File: src/rtl/rdsm_pkg.sv
`timescale 1ns / 1ps
`default_nettype none

package rdsm_pkg;

  localparam int MAX_PATTERN = 32;
  localparam int LEN_W       = $clog2(MAX_PATTERN + 1);
  // star chains resolve one link per step, plus one for a plain anchor
  localparam int ITER_COUNT  = MAX_PATTERN / 2 + 1;
  localparam int CNT_W       = $clog2(ITER_COUNT + 1);

  localparam logic [7:0] SYM_DOT  = 8'd46;
  localparam logic [7:0] SYM_STAR = 8'd42;

  localparam logic [1:0] ACT_CLEAR  = 2'd0;
  localparam logic [1:0] ACT_APPEND = 2'd1;
  localparam logic [1:0] ACT_START  = 2'd2;
  localparam logic [1:0] ACT_TEXT   = 2'd3;

  localparam logic [1:0] STAT_OK        = 2'd0;
  localparam logic [1:0] STAT_DROP      = 2'd1;
  localparam logic [1:0] STAT_MALFORMED = 2'd2;

  typedef enum logic [1:0] {
    ST_IDLE,
    ST_RUN,
    ST_DONE
  } state_e;

  typedef struct packed {
    logic       clear_work;
    logic       step;
    logic       commit;
    logic       clear_row;
    logic       text_mode;
    logic [7:0] text_char;
    logic [7:0] symbol;
  } cell_ctl_t;

endpackage

`default_nettype wire

File: src/rtl/rdsm_in_if.sv
`timescale 1ns / 1ps
`default_nettype none

interface rdsm_in_if;
  logic       valid;
  logic       ready;
  logic [1:0] action;
  logic [7:0] symbol;

  modport source (output valid, output action, output symbol, input ready);
  modport sink   (input valid, input action, input symbol, output ready);
endinterface

`default_nettype wire

File: src/rtl/rdsm_out_if.sv
`timescale 1ns / 1ps
`default_nettype none

interface rdsm_out_if;
  logic       valid;
  logic       ready;
  logic       match;
  logic [1:0] status;

  modport source (output valid, output match, output status, input ready);
  modport sink   (input valid, input match, input status, output ready);
endinterface

`default_nettype wire

File: src/rtl/regex_dot_star_matcher_core.sv
`timescale 1ns / 1ps
`default_nettype none

// Whole-text matcher for patterns with '.' (any byte) and '*' (zero or more of the
// previous symbol), up to MAX_PATTERN = 32 pattern bytes. Every input beat (clear
// pattern, append pattern byte, start text, text byte) returns exactly one result
// beat with match and status; one beat is in flight at a time. Clear, and an append
// into a full store, go from idle straight to the done state. Append, start and text
// bytes pass through the run state first: the row of pattern cells settles over
// MAX_PATTERN/2 + 1 steps, because a chain of starred symbols passes its bit one
// cell pair per clock. The next beat is taken as soon as the result is registered,
// even while that result still waits for the sink.
module regex_dot_star_matcher_core (
  input  wire         clk_i,
  input  wire         rst_ni,
  rdsm_in_if.sink     in_i,
  rdsm_out_if.source  out_o
);
  import rdsm_pkg::*;

  state_e            state_q, state_d;
  logic [CNT_W-1:0]  cnt_q, cnt_d;
  logic [LEN_W-1:0]  len_q, len_d;
  logic              malformed_q, malformed_d;
  logic              last_star_q, last_star_d;
  logic              drop_q, drop_d;
  logic              text_mode_q, text_mode_d;
  logic [7:0]        char_q, char_d;
  logic              row0_q, row0_d;
  logic              out_valid_q, out_valid_d;
  logic              out_match_q;
  logic [1:0]        out_status_q;

  logic              accept, full, is_append, write_sym, load_out, iter_done;
  cell_ctl_t         ctl;

  logic [MAX_PATTERN-1:0] we_vec;
  logic [MAX_PATTERN-1:0] act_vec;
  logic [MAX_PATTERN:0]   row_vec;
  logic [MAX_PATTERN+1:0] work_vec;
  logic [7:0]             sym_vec [MAX_PATTERN+1];

  assign full       = (len_q == LEN_W'(MAX_PATTERN));
  assign is_append  = (in_i.action == ACT_APPEND);
  assign in_i.ready = (state_q == ST_IDLE);
  assign accept     = in_i.valid && in_i.ready;
  assign iter_done  = (cnt_q == CNT_W'(ITER_COUNT));

  // next state
  always_comb begin
    state_d = state_q;
    unique case (state_q)
      ST_IDLE: begin
        if (accept) begin
          if ((in_i.action == ACT_CLEAR) || (is_append && full)) begin
            state_d = ST_DONE;
          end else begin
            state_d = ST_RUN;
          end
        end
      end
      ST_RUN: begin
        if (iter_done) begin
          state_d = ST_DONE;
        end
      end
      ST_DONE: begin
        if (!out_valid_q || out_o.ready) begin
          state_d = ST_IDLE;
        end
      end
      default: state_d = ST_IDLE;
    endcase
  end

  // outputs of the sequencer
  always_comb begin
    ctl.clear_work = 1'b0;
    ctl.step       = 1'b0;
    ctl.commit     = 1'b0;
    ctl.clear_row  = 1'b0;
    ctl.text_mode  = text_mode_q;
    ctl.text_char  = char_q;
    ctl.symbol     = in_i.symbol;
    write_sym      = 1'b0;
    load_out       = 1'b0;
    unique case (state_q)
      ST_IDLE: begin
        if (accept) begin
          ctl.clear_row  = (in_i.action == ACT_CLEAR);
          write_sym      = is_append && !full;
          ctl.clear_work = (in_i.action != ACT_CLEAR) && !(is_append && full);
        end
      end
      ST_RUN: begin
        ctl.step   = !iter_done;
        ctl.commit = iter_done;
      end
      ST_DONE: begin
        load_out = !out_valid_q || out_o.ready;
      end
      default: ;
    endcase
  end

  // item bookkeeping
  always_comb begin
    len_d       = len_q;
    malformed_d = malformed_q;
    last_star_d = last_star_q;
    drop_d      = drop_q;
    text_mode_d = text_mode_q;
    char_d      = char_q;
    row0_d      = row0_q;
    cnt_d       = cnt_q;
    if (accept) begin
      drop_d      = 1'b0;
      text_mode_d = 1'b0;
      cnt_d       = '0;
      unique case (in_i.action)
        ACT_CLEAR: begin
          len_d       = '0;
          malformed_d = 1'b0;
          last_star_d = 1'b0;
          row0_d      = 1'b1;
        end
        ACT_APPEND: begin
          if (full) begin
            drop_d = 1'b1;
          end else begin
            if ((in_i.symbol == SYM_STAR) && ((len_q == '0) || last_star_q)) begin
              malformed_d = 1'b1;
            end
            last_star_d = (in_i.symbol == SYM_STAR);
            len_d       = len_q + LEN_W'(1);
          end
        end
        ACT_START: ;
        ACT_TEXT: begin
          text_mode_d = 1'b1;
          char_d      = in_i.symbol;
        end
        default: ;
      endcase
    end else if (ctl.step) begin
      cnt_d = cnt_q + CNT_W'(1);
    end else if (ctl.commit) begin
      row0_d = !text_mode_q;
    end
  end

  always_comb begin
    out_valid_d = out_valid_q;
    if (load_out) begin
      out_valid_d = 1'b1;
    end else if (out_o.ready) begin
      out_valid_d = 1'b0;
    end
  end

  always_ff @(posedge clk_i or negedge rst_ni) begin
    if (!rst_ni) begin
      state_q     <= ST_IDLE;
      cnt_q       <= '0;
      len_q       <= '0;
      malformed_q <= 1'b0;
      last_star_q <= 1'b0;
      drop_q      <= 1'b0;
      text_mode_q <= 1'b0;
      row0_q      <= 1'b1;
      out_valid_q <= 1'b0;
    end else begin
      state_q     <= state_d;
      cnt_q       <= cnt_d;
      len_q       <= len_d;
      malformed_q <= malformed_d;
      last_star_q <= last_star_d;
      drop_q      <= drop_d;
      text_mode_q <= text_mode_d;
      row0_q      <= row0_d;
      out_valid_q <= out_valid_d;
    end
  end

  always_ff @(posedge clk_i) begin
    char_q <= char_d;
    if (load_out) begin
      out_match_q <= !malformed_q && row_vec[len_q];
      if (drop_q) begin
        out_status_q <= STAT_DROP;
      end else if (malformed_q) begin
        out_status_q <= STAT_MALFORMED;
      end else begin
        out_status_q <= STAT_OK;
      end
    end
  end

  assign out_o.valid  = out_valid_q;
  assign out_o.match  = out_match_q;
  assign out_o.status = out_status_q;

  // row of cells; index 0 of row_vec and sym_vec, and index 1 of work_vec, is the empty-prefix position
  assign row_vec[0]  = row0_q;
  assign work_vec[0] = 1'b0;
  assign work_vec[1] = !text_mode_q;
  assign sym_vec[0]  = 8'h00;

  for (genvar g = 0; g < MAX_PATTERN; g++) begin : g_cell
    assign we_vec[g]  = write_sym && (len_q == LEN_W'(g));
    assign act_vec[g] = (LEN_W'(g + 1) <= len_q);

    rdsm_cell u_cell (
      .clk_i        (clk_i),
      .rst_ni       (rst_ni),
      .ctl_i        (ctl),
      .we_i         (we_vec[g]),
      .active_i     (act_vec[g]),
      .has_prev_i   (g != 0),
      .prev_sym_i   (sym_vec[g]),
      .row_prev_i   (row_vec[g]),
      .work_prev2_i (work_vec[g]),
      .sym_o        (sym_vec[g+1]),
      .row_o        (row_vec[g+1]),
      .work_o       (work_vec[g+2])
    );
  end

  a_len_bound : assert property (@(posedge clk_i) disable iff (!rst_ni)
    len_q <= LEN_W'(MAX_PATTERN))
    else $error("pattern length past store depth");

  a_row_above_len : assert property (@(posedge clk_i) disable iff (!rst_ni)
    (row_vec & ~{act_vec, 1'b1}) == '0)
    else $error("row bit set above pattern length");

  a_malformed_no_match : assert property (@(posedge clk_i) disable iff (!rst_ni)
    out_valid_q && (out_status_q == STAT_MALFORMED) |-> !out_match_q)
    else $error("match reported on malformed pattern");

  a_result_from_done : assert property (@(posedge clk_i) disable iff (!rst_ni)
    $rose(out_valid_q) |-> $past(state_q == ST_DONE))
    else $error("result beat without finished item");

  a_busy_no_accept : assert property (@(posedge clk_i) disable iff (!rst_ni)
    (state_q == ST_RUN) |=> (cnt_q != '0) || (state_q == ST_DONE))
    else $error("settle counter restarted mid item");

endmodule

`default_nettype wire

File: src/rtl/rdsm_cell.sv
`timescale 1ns / 1ps
`default_nettype none

module rdsm_cell (
  input  wire                   clk_i,
  input  wire                   rst_ni,
  input  wire rdsm_pkg::cell_ctl_t ctl_i,
  input  wire                   we_i,
  input  wire                   active_i,
  input  wire                   has_prev_i,
  input  wire  [7:0]            prev_sym_i,
  input  wire                   row_prev_i,
  input  wire                   work_prev2_i,
  output logic [7:0]            sym_o,
  output logic                  row_o,
  output logic                  work_o
);
  import rdsm_pkg::*;

  logic [7:0] sym_q;
  logic       row_q, row_d;
  logic       work_q, work_d;
  logic       is_star, hit_self, hit_prev, base, nxt;

  assign is_star  = (sym_q == SYM_STAR);
  assign hit_self = (sym_q == SYM_DOT) || (sym_q == ctl_i.text_char);
  assign hit_prev = (prev_sym_i == SYM_DOT) || (prev_sym_i == ctl_i.text_char);

  // base term from the old row; empty-row loads start from nothing
  always_comb begin
    if (!ctl_i.text_mode) begin
      base = 1'b0;
    end else if (is_star) begin
      base = has_prev_i && row_q && hit_prev;
    end else begin
      base = row_prev_i && hit_self;
    end
  end

  // a star also inherits the new bit two cells back
  assign nxt = is_star ? (has_prev_i && (work_prev2_i || base)) : base;

  always_comb begin
    work_d = work_q;
    if (ctl_i.clear_work) begin
      work_d = 1'b0;
    end else if (ctl_i.step) begin
      work_d = active_i && nxt;
    end
  end

  always_comb begin
    row_d = row_q;
    if (ctl_i.clear_row) begin
      row_d = 1'b0;
    end else if (ctl_i.commit) begin
      row_d = active_i && work_q;
    end
  end

  always_ff @(posedge clk_i or negedge rst_ni) begin
    if (!rst_ni) begin
      row_q  <= 1'b0;
      work_q <= 1'b0;
    end else begin
      row_q  <= row_d;
      work_q <= work_d;
    end
  end

  always_ff @(posedge clk_i) begin
    if (we_i) begin
      sym_q <= ctl_i.symbol;
    end
  end

  assign sym_o  = sym_q;
  assign row_o  = row_q;
  assign work_o = work_q;

endmodule

`default_nettype wire

File: src/flat_wrapper.sv
// flat-port wrapper written by rule: the top's interface ports become plain ports
module regex_dot_star_matcher_core_flat import rdsm_pkg::*;
  (clk_i, rst_ni, in_i_valid, in_i_action, in_i_symbol, in_i_ready, out_o_valid, out_o_match, out_o_status, out_o_ready);
  rdsm_in_if in_i_i ();
  rdsm_out_if out_o_i ();
  input  wire clk_i;
  input  wire rst_ni;
  input wire logic [$bits(in_i_i.valid)-1:0] in_i_valid;
  input wire logic [$bits(in_i_i.action)-1:0] in_i_action;
  input wire logic [$bits(in_i_i.symbol)-1:0] in_i_symbol;
  output wire logic [$bits(in_i_i.ready)-1:0] in_i_ready;
  output wire logic [$bits(out_o_i.valid)-1:0] out_o_valid;
  output wire logic [$bits(out_o_i.match)-1:0] out_o_match;
  output wire logic [$bits(out_o_i.status)-1:0] out_o_status;
  input wire logic [$bits(out_o_i.ready)-1:0] out_o_ready;
  assign in_i_i.valid = in_i_valid;
  assign in_i_i.action = in_i_action;
  assign in_i_i.symbol = in_i_symbol;
  assign in_i_ready = in_i_i.ready;
  assign out_o_valid = out_o_i.valid;
  assign out_o_match = out_o_i.match;
  assign out_o_status = out_o_i.status;
  assign out_o_i.ready = out_o_ready;
  regex_dot_star_matcher_core u_core (.clk_i(clk_i), .rst_ni(rst_ni), .in_i(in_i_i), .out_o(out_o_i));
endmodule
File: config.mk
export PLATFORM = sky130hd
export DESIGN_NAME = regex_dot_star_matcher_core_flat
export DESIGN_NICKNAME = d
export VERILOG_FILES = /design/src/rtl/rdsm_pkg.sv /design/src/rtl/rdsm_in_if.sv /design/src/rtl/rdsm_out_if.sv /design/src/rtl/regex_dot_star_matcher_core.sv /design/src/rtl/rdsm_cell.sv /design/src/flat_wrapper.sv
export SDC_FILE = /design/constraint.sdc
export NUM_CORES = 1
export LEC_CHECK = 0
export BUFFER_PORTS_ARGS = -buffer_cell sky130_fd_sc_hd__buf_4
export CAP_MARGIN = 20
export CORE_MARGIN = 2
export CORE_UTILIZATION = 41
export CTS_CLUSTER_DIAMETER = 50
export DETAILED_ROUTE_END_ITERATION = 8
export GPL_TIMING_DRIVEN = 0
export HOLD_SLACK_MARGIN = 0.08
export SLEW_MARGIN = 20
export SYNTH_ARGS = -nofsm -noshare
export SYNTH_HDL_FRONTEND = slang
export SYNTH_HIERARCHICAL = 1
export SYNTH_SLANG_ARGS = --single-unit
File: constraint.sdc
create_clock -name clk_i -period 3.8 [get_ports clk_i]
set_input_delay 0.19 -clock clk_i [delete_from_list [all_inputs] [get_ports clk_i]]
set_output_delay 0.19 -clock clk_i [all_outputs]
set_load 0.1 [all_outputs]
* Word level (Yosys, flattened, before mapping)
Index checks and enable logic that the tools add are counted.
** Storage, ports and cells
- Input port bits :: 14
- Register bits after elaboration :: 350
- Word-level logic and storage cells :: 793
- Output and inout port bits :: 5
** Operators by class
- Add/sub/neg operators :: 2
- Multiplexer cells :: 257
- Order comparisons :: 33
- Equal/unequal tests :: 141
- Reductions and logical operators :: 252
** Operators with widths (number)
- $eq 8x6->1 const B :: 65
- $eq 8x8->1 :: 32
- $mux 1 :: 243
- $logic_and 1x1->1 :: 165
- $eq 6x5->1 const B :: 16
- $le 5x6->1 const A :: 16
- $logic_or 1x1->1 :: 66
- $eq 6x4->1 const B :: 8
- $le 4x6->1 const A :: 8
- $eq 6x3->1 const B :: 4
- $le 3x6->1 const A :: 4
- $reduce_bool 2->1 :: 7
- $eq 6x2->1 const B :: 2
- $le 2x6->1 const A :: 2
- $mux 2 :: 6
- $pmux 6 s2 :: 1
- $mux 5 :: 2
- $reduce_and 3->1 :: 3
- $ne 2x2->1 const B :: 4
- $lt 6x7->1 const B :: 1
- $add 6x1->6 const B :: 1
- $bmux 1 s6 :: 1
- $eq 6x1->1 const B :: 1
- $eq 6x6->1 const B :: 1
- other kinds (15) :: 26

* Logic depth before layout (Yosys ltp)
- Word-level depth :: 10
- Mapped depth :: 10
- Depth with buffers taken out :: 8

* Modules after synthesis
Netlist, hierarchy kept.
** Modules (own cells, without submodules)
- rdsm_cell :: instances 32, area each 593.1 um^2, sequential area each 290.3 um^2, cells an instance 51
- regex_dot_star_matcher_core :: instances 1, area each 2199.6 um^2, sequential area each 807.0 um^2, cells an instance 276

* Worst setup path before layout
Ideal clock, no wire load.
- Path kind :: flip-flop to flip-flop
- Start point :: reg u_core.cnt_q[0]
- End point :: reg u_core.cnt_q[3]
- Data arrival time :: 4050 ps
- Library setup time :: 133 ps
- Data required time :: 3667 ps
- Path buffers :: 0
- Path slack :: -383 ps
- Stages on the path, launching flop included :: 6
- Period minus slack after synthesis :: 4183 ps
- Path through :: dfrtp_1 ha_1 a31oi_1 nand4_1 xor2_1 nor2_1
** RTL lines
- from (decl) :: line regex_dot_star_matcher_core.sv:22 : logic [CNT_W-1:0] cnt_q, cnt_d;
- from (signal assigned) :: line regex_dot_star_matcher_core.sv:174 : cnt_q <= cnt_d;

* Final worst setup path
- Start point :: reg u_core.len_q[0]
- End point :: reg u_core.g_cell[26].u_cell.sym_q[7], enable pin
** Between the ends
- Longest elaborated chain between the ends :: 6
- Elaborated cells between the ends (all ways) :: 7
- Classes of those cells :: eq/ne: 2; mux: 2; reduce/logical: 3
** Ends and longest elaborated chain
- from (decl) :: line regex_dot_star_matcher_core.sv:23 : logic [LEN_W-1:0] len_q, len_d;
- from (signal assigned) :: line regex_dot_star_matcher_core.sv:175 : len_q <= len_d;
- $eq 6x6->1 :: line regex_dot_star_matcher_core.sv:43 : assign full = (len_q == LEN_W'(MAX_PATTERN));
- $logic_not 1->1 :: line regex_dot_star_matcher_core.sv:91 : write_sym = is_append && !full;
- $logic_and 1x1->1 :: line regex_dot_star_matcher_core.sv:91
- $mux 1 :: line regex_dot_star_matcher_core.sv:89 : if (accept) begin
- $mux 1 :: line regex_dot_star_matcher_core.sv:87 : unique case (state_q)
- $logic_and 1x1->1 (*) :: line regex_dot_star_matcher_core.sv:210 : assign we_vec[g] = write_sym && (len_q == LEN_W'(g));
- named net u_core.we_vec[26] :: line regex_dot_star_matcher_core.sv:37 : logic [MAX_PATTERN-1:0] we_vec;
- to (signal assigned) :: line rdsm_cell.sv:73 : sym_q <= ctl_i.symbol;
- to (decl) :: line rdsm_cell.sv:20 : logic [7:0] sym_q;
The timed path passes the listed nets; every way through them passes the cells marked *.
A chain may end at the register's enable or synchronous reset.

==> impl_metrics.env <==
export IMPL_cp_start_kind="register"
export IMPL_clock_skew_ps=19.1
export IMPL_root_buffer="clkbuf_16"
export IMPL_ys_seq_area_share_pct=47.7
export IMPL_synth_top_flop_cell="edfxtp_1"
export IMPL_grt_usage_pct=23.5
export IMPL_finalSetupTns_ps=0
export IMPL_n_antenna_cell=0
export IMPL_layout_nets=2101
export IMPL_drtAntennaViolNets=0
export IMPL_seq_area_um2=10100
export IMPL_period_needed_ps=3640
export IMPL_cts_clk_slew_worst_paths_ps=60
export IMPL_cts_tree="built"
export IMPL_place_ws_ps=-48.5
export IMPL_gp_congestion=0.913
export IMPL_synth_top_area_cell="edfxtp_1"
export IMPL_std_cell_rows=83
export IMPL_grt_pass1_vias=16400
export IMPL_grt_max_degree=84
export IMPL_cts_made_buffers=43
export IMPL_clk_latency_ps=580
export IMPL_worstMarginPinSlew_ps=1110
export IMPL_slew_headroom_pct=25.6
export IMPL_avgSynthCellArea_um2=11.1
export IMPL_worstHoldPathType="in -> reg"
export IMPL_ys_types=50
export IMPL_postSynthCellCount=1908
export IMPL_rsz0062_at_grt="no"
export IMPL_fin_ws_ps=161
export IMPL_fin_crit_sh_pct=95.8
export IMPL_outcome="finished clean"
export IMPL_synth_edff_count=267
export IMPL_fmax_ghz=0.275
export IMPL_hpwl_mm=42.0
export IMPL_slew_viol_final=0
export IMPL_ctsHtreeMaxLevel=2
export IMPL_vias=16000
export IMPL_worstPathMaxFanout=10
export IMPL_die_w_um=231
export IMPL_antenna_found_initial=2
export IMPL_viasPerCell=5.71
export IMPL_drc=0
export IMPL_port_buffers=18
export IMPL_peakVddDrop_uv=339
export IMPL_p_leak_nw=7.98
export IMPL_yosys_area_top_type_share_pct=37.9
export IMPL_yosys_warnings=6
export IMPL_p_per_area_nw_per_um2=457
export IMPL_max_cap_viol_count=0
export IMPL_path_class="reg -> reg"
export IMPL_dr_pass1_iters=5
export IMPL_nFillCells=4517
export IMPL_worstPathArrival_ps=3840
export IMPL_final_common_cell="xnor2_1"
export IMPL_ys_top_cells_by_area="edfxtp_1 38%, xnor2_1 21%, dfrtp_1 9.7%"
export IMPL_layout_common_cells="515 x xnor2_1, 267 x edfxtp_1, 178 x nor2_1"
export IMPL_core_area_um2=51200
export IMPL_hold_viol_final=0
export IMPL_cts_buffer_depth=3
export IMPL_cts_setup_buffers=0
export IMPL_wl_per_cell_um=22.3
export IMPL_setup_viol=0
export IMPL_crit_required_ps=4000
export IMPL_start_util_pct=41.4
export IMPL_grt_pass1_wl_mm=96.6
export IMPL_routed_wl_mm=62.2
export IMPL_area_growth_pct=18.0
export IMPL_end_kind="register"
export IMPL_ios=19
export IMPL_multi_input_area_um2=11200
export IMPL_die_h_um=231
export IMPL_synth_area_um2=21200
export IMPL_drt_initial_drc_count=1348
export IMPL_die_area_um2=53500
export IMPL_ys_ff_latch=350
export IMPL_grt_overflow=0
export IMPL_layout_drive_gt1_share_pct=11.0
export IMPL_clock_sinks=350
export IMPL_postSynth_asyncResetShare_pct=23.7
[routing by layer]
metal / share of wire, % / track usage (%)
met3: 5.6 / 3.97
met1: 43 / 30.1
met2: 49 / 39.8
met4: 3.1 / 8.91
met5: 0.035 / 0
[cell families (layout without fill, tap and decap cells)]
logic type | Yosys count | count (layout) | synth area share (%)
and+or+nand+nor | 750 | 750 | 22.0
muxes | 17 | 17 | 0.803
DFF | 350 | 350 | 47.7
buffers and inverters | 24 | 184 | 0.508
AOI/OAI and AO/OA | 241 | 241 | 7.16
adders and majority gates | 6 | 6 | 0.354
xor gates and xnor gates | 518 | 518 | 21.4
other | 2 | 50 | 0.0355
[worst max-delay path, stage by stage (launching register included)]
cell	delay, ps
dfrtp_1	380
clkbuf_1	270
buf_2	360
inv_1	150
ha_1	280
nand3_1	160
nor2b_1	360
nand2_1	520
nor2_1	780
[path summary, 6_finish.rpt]
path                                    start                           endpoint  slack (ps)  cells after the start
min in group asynchronous              rst_ni                    u_core/cnt_q[2]         260                      2
max                           u_core/len_q[0]  u_core/g_cell[26].u_cell/sym_o[7]         160                      8
min                            in_i_symbol[2]  u_core/g_cell[14].u_cell/sym_o[2]         160                      1
max in group asynchronous              rst_ni                 u_core/text_mode_q        2880                      2
min reg2reg                u_core/last_star_q                 u_core/last_star_q         490                      2
max reg2reg                   u_core/len_q[0]  u_core/g_cell[26].u_cell/sym_o[7]         160                      8
[registers in the layout (all words and copies together), names as in the netlist, 2 cells and up]
name,count
u_core/g_cell.u_cell/work_o,32
u_core/char_q,8
u_core/len_q,6
u_core/state_q,2
u_core/g_cell.u_cell/sym_o,256
u_core/g_cell.u_cell/row_o,32
u_core/cnt_q,5
u_core/out_o.status,2
[report_power, final]
part           switching, W  internal [W]  leakage (nW)
sequential         0.000240       0.00431          3.54
combinational       0.00168      0.000884          3.71
clock               0.00171       0.00258         0.736
[synth_stat cells, types with 3 or more instances]
cell type    n
o211ai_1    32
nand4bb_1   32
nor3_2      32
o21ai_2     32
edfxtp_1   267
nand2_1    100
nand4_1    130
xnor2_1    515
ha_1         6
dfrtp_1     82
and3b_1     32
or3b_1      32
nor3_1      14
o21bai_1     4
and3_1       3
nand2b_1    39
nor4b_1     33
nand4b_1    33
xor2_1       3
and4b_1     32
clkbuf_1    11
mux2i_1     17
inv_1        9
nor2_1     180
a21oi_1    106
a22oi_1      4
a31oi_1      4
nand3_1     41
o21ai_0     13
o22ai_1     32
a21o_1       8
nor2b_1      7
[stage by stage]
step / power, W / area (µm²) / std cells / hold WS (ps) / utilization, %
3_5_place_dp: 0.00714 / 23400 / 2710 / 345 / 45.7
2_1_floorplan: 0.00609 / 21400 / 1956 / -106 / -
4_1_cts: 0.0115 / 25000 / 2796 / 142 / 48.8
3_3_place_gp: 0.00693 / 22400 / 2654 / 465 / 43.7
6_report: 0.0114 / 25000 / 2796 / 156 / 48.8
5_1_grt: 0.0118 / 25000 / 2796 / 155 / 48.8
[layout make-up]
cell class | instances | area share, %
plain buffers | 15 | 0.295
well taps | 680 | 3.40
clock inverters | 31 | 1.45
repair buffers | 80 | 4.91
inverters | 9 | 0.135
clock buffers | 49 | 4.52
multi-input cells | 1582 | 44.9
flip-flops and latches | 350 | 40.4
[timing repair]
item                                   CTS  global route
endpoints found under the hold margin  109             0
hold buffers                             6             0
gates resized for setup                  1             0
setup endpoints to repair               24             0
(Power assumes the default switching activity.)
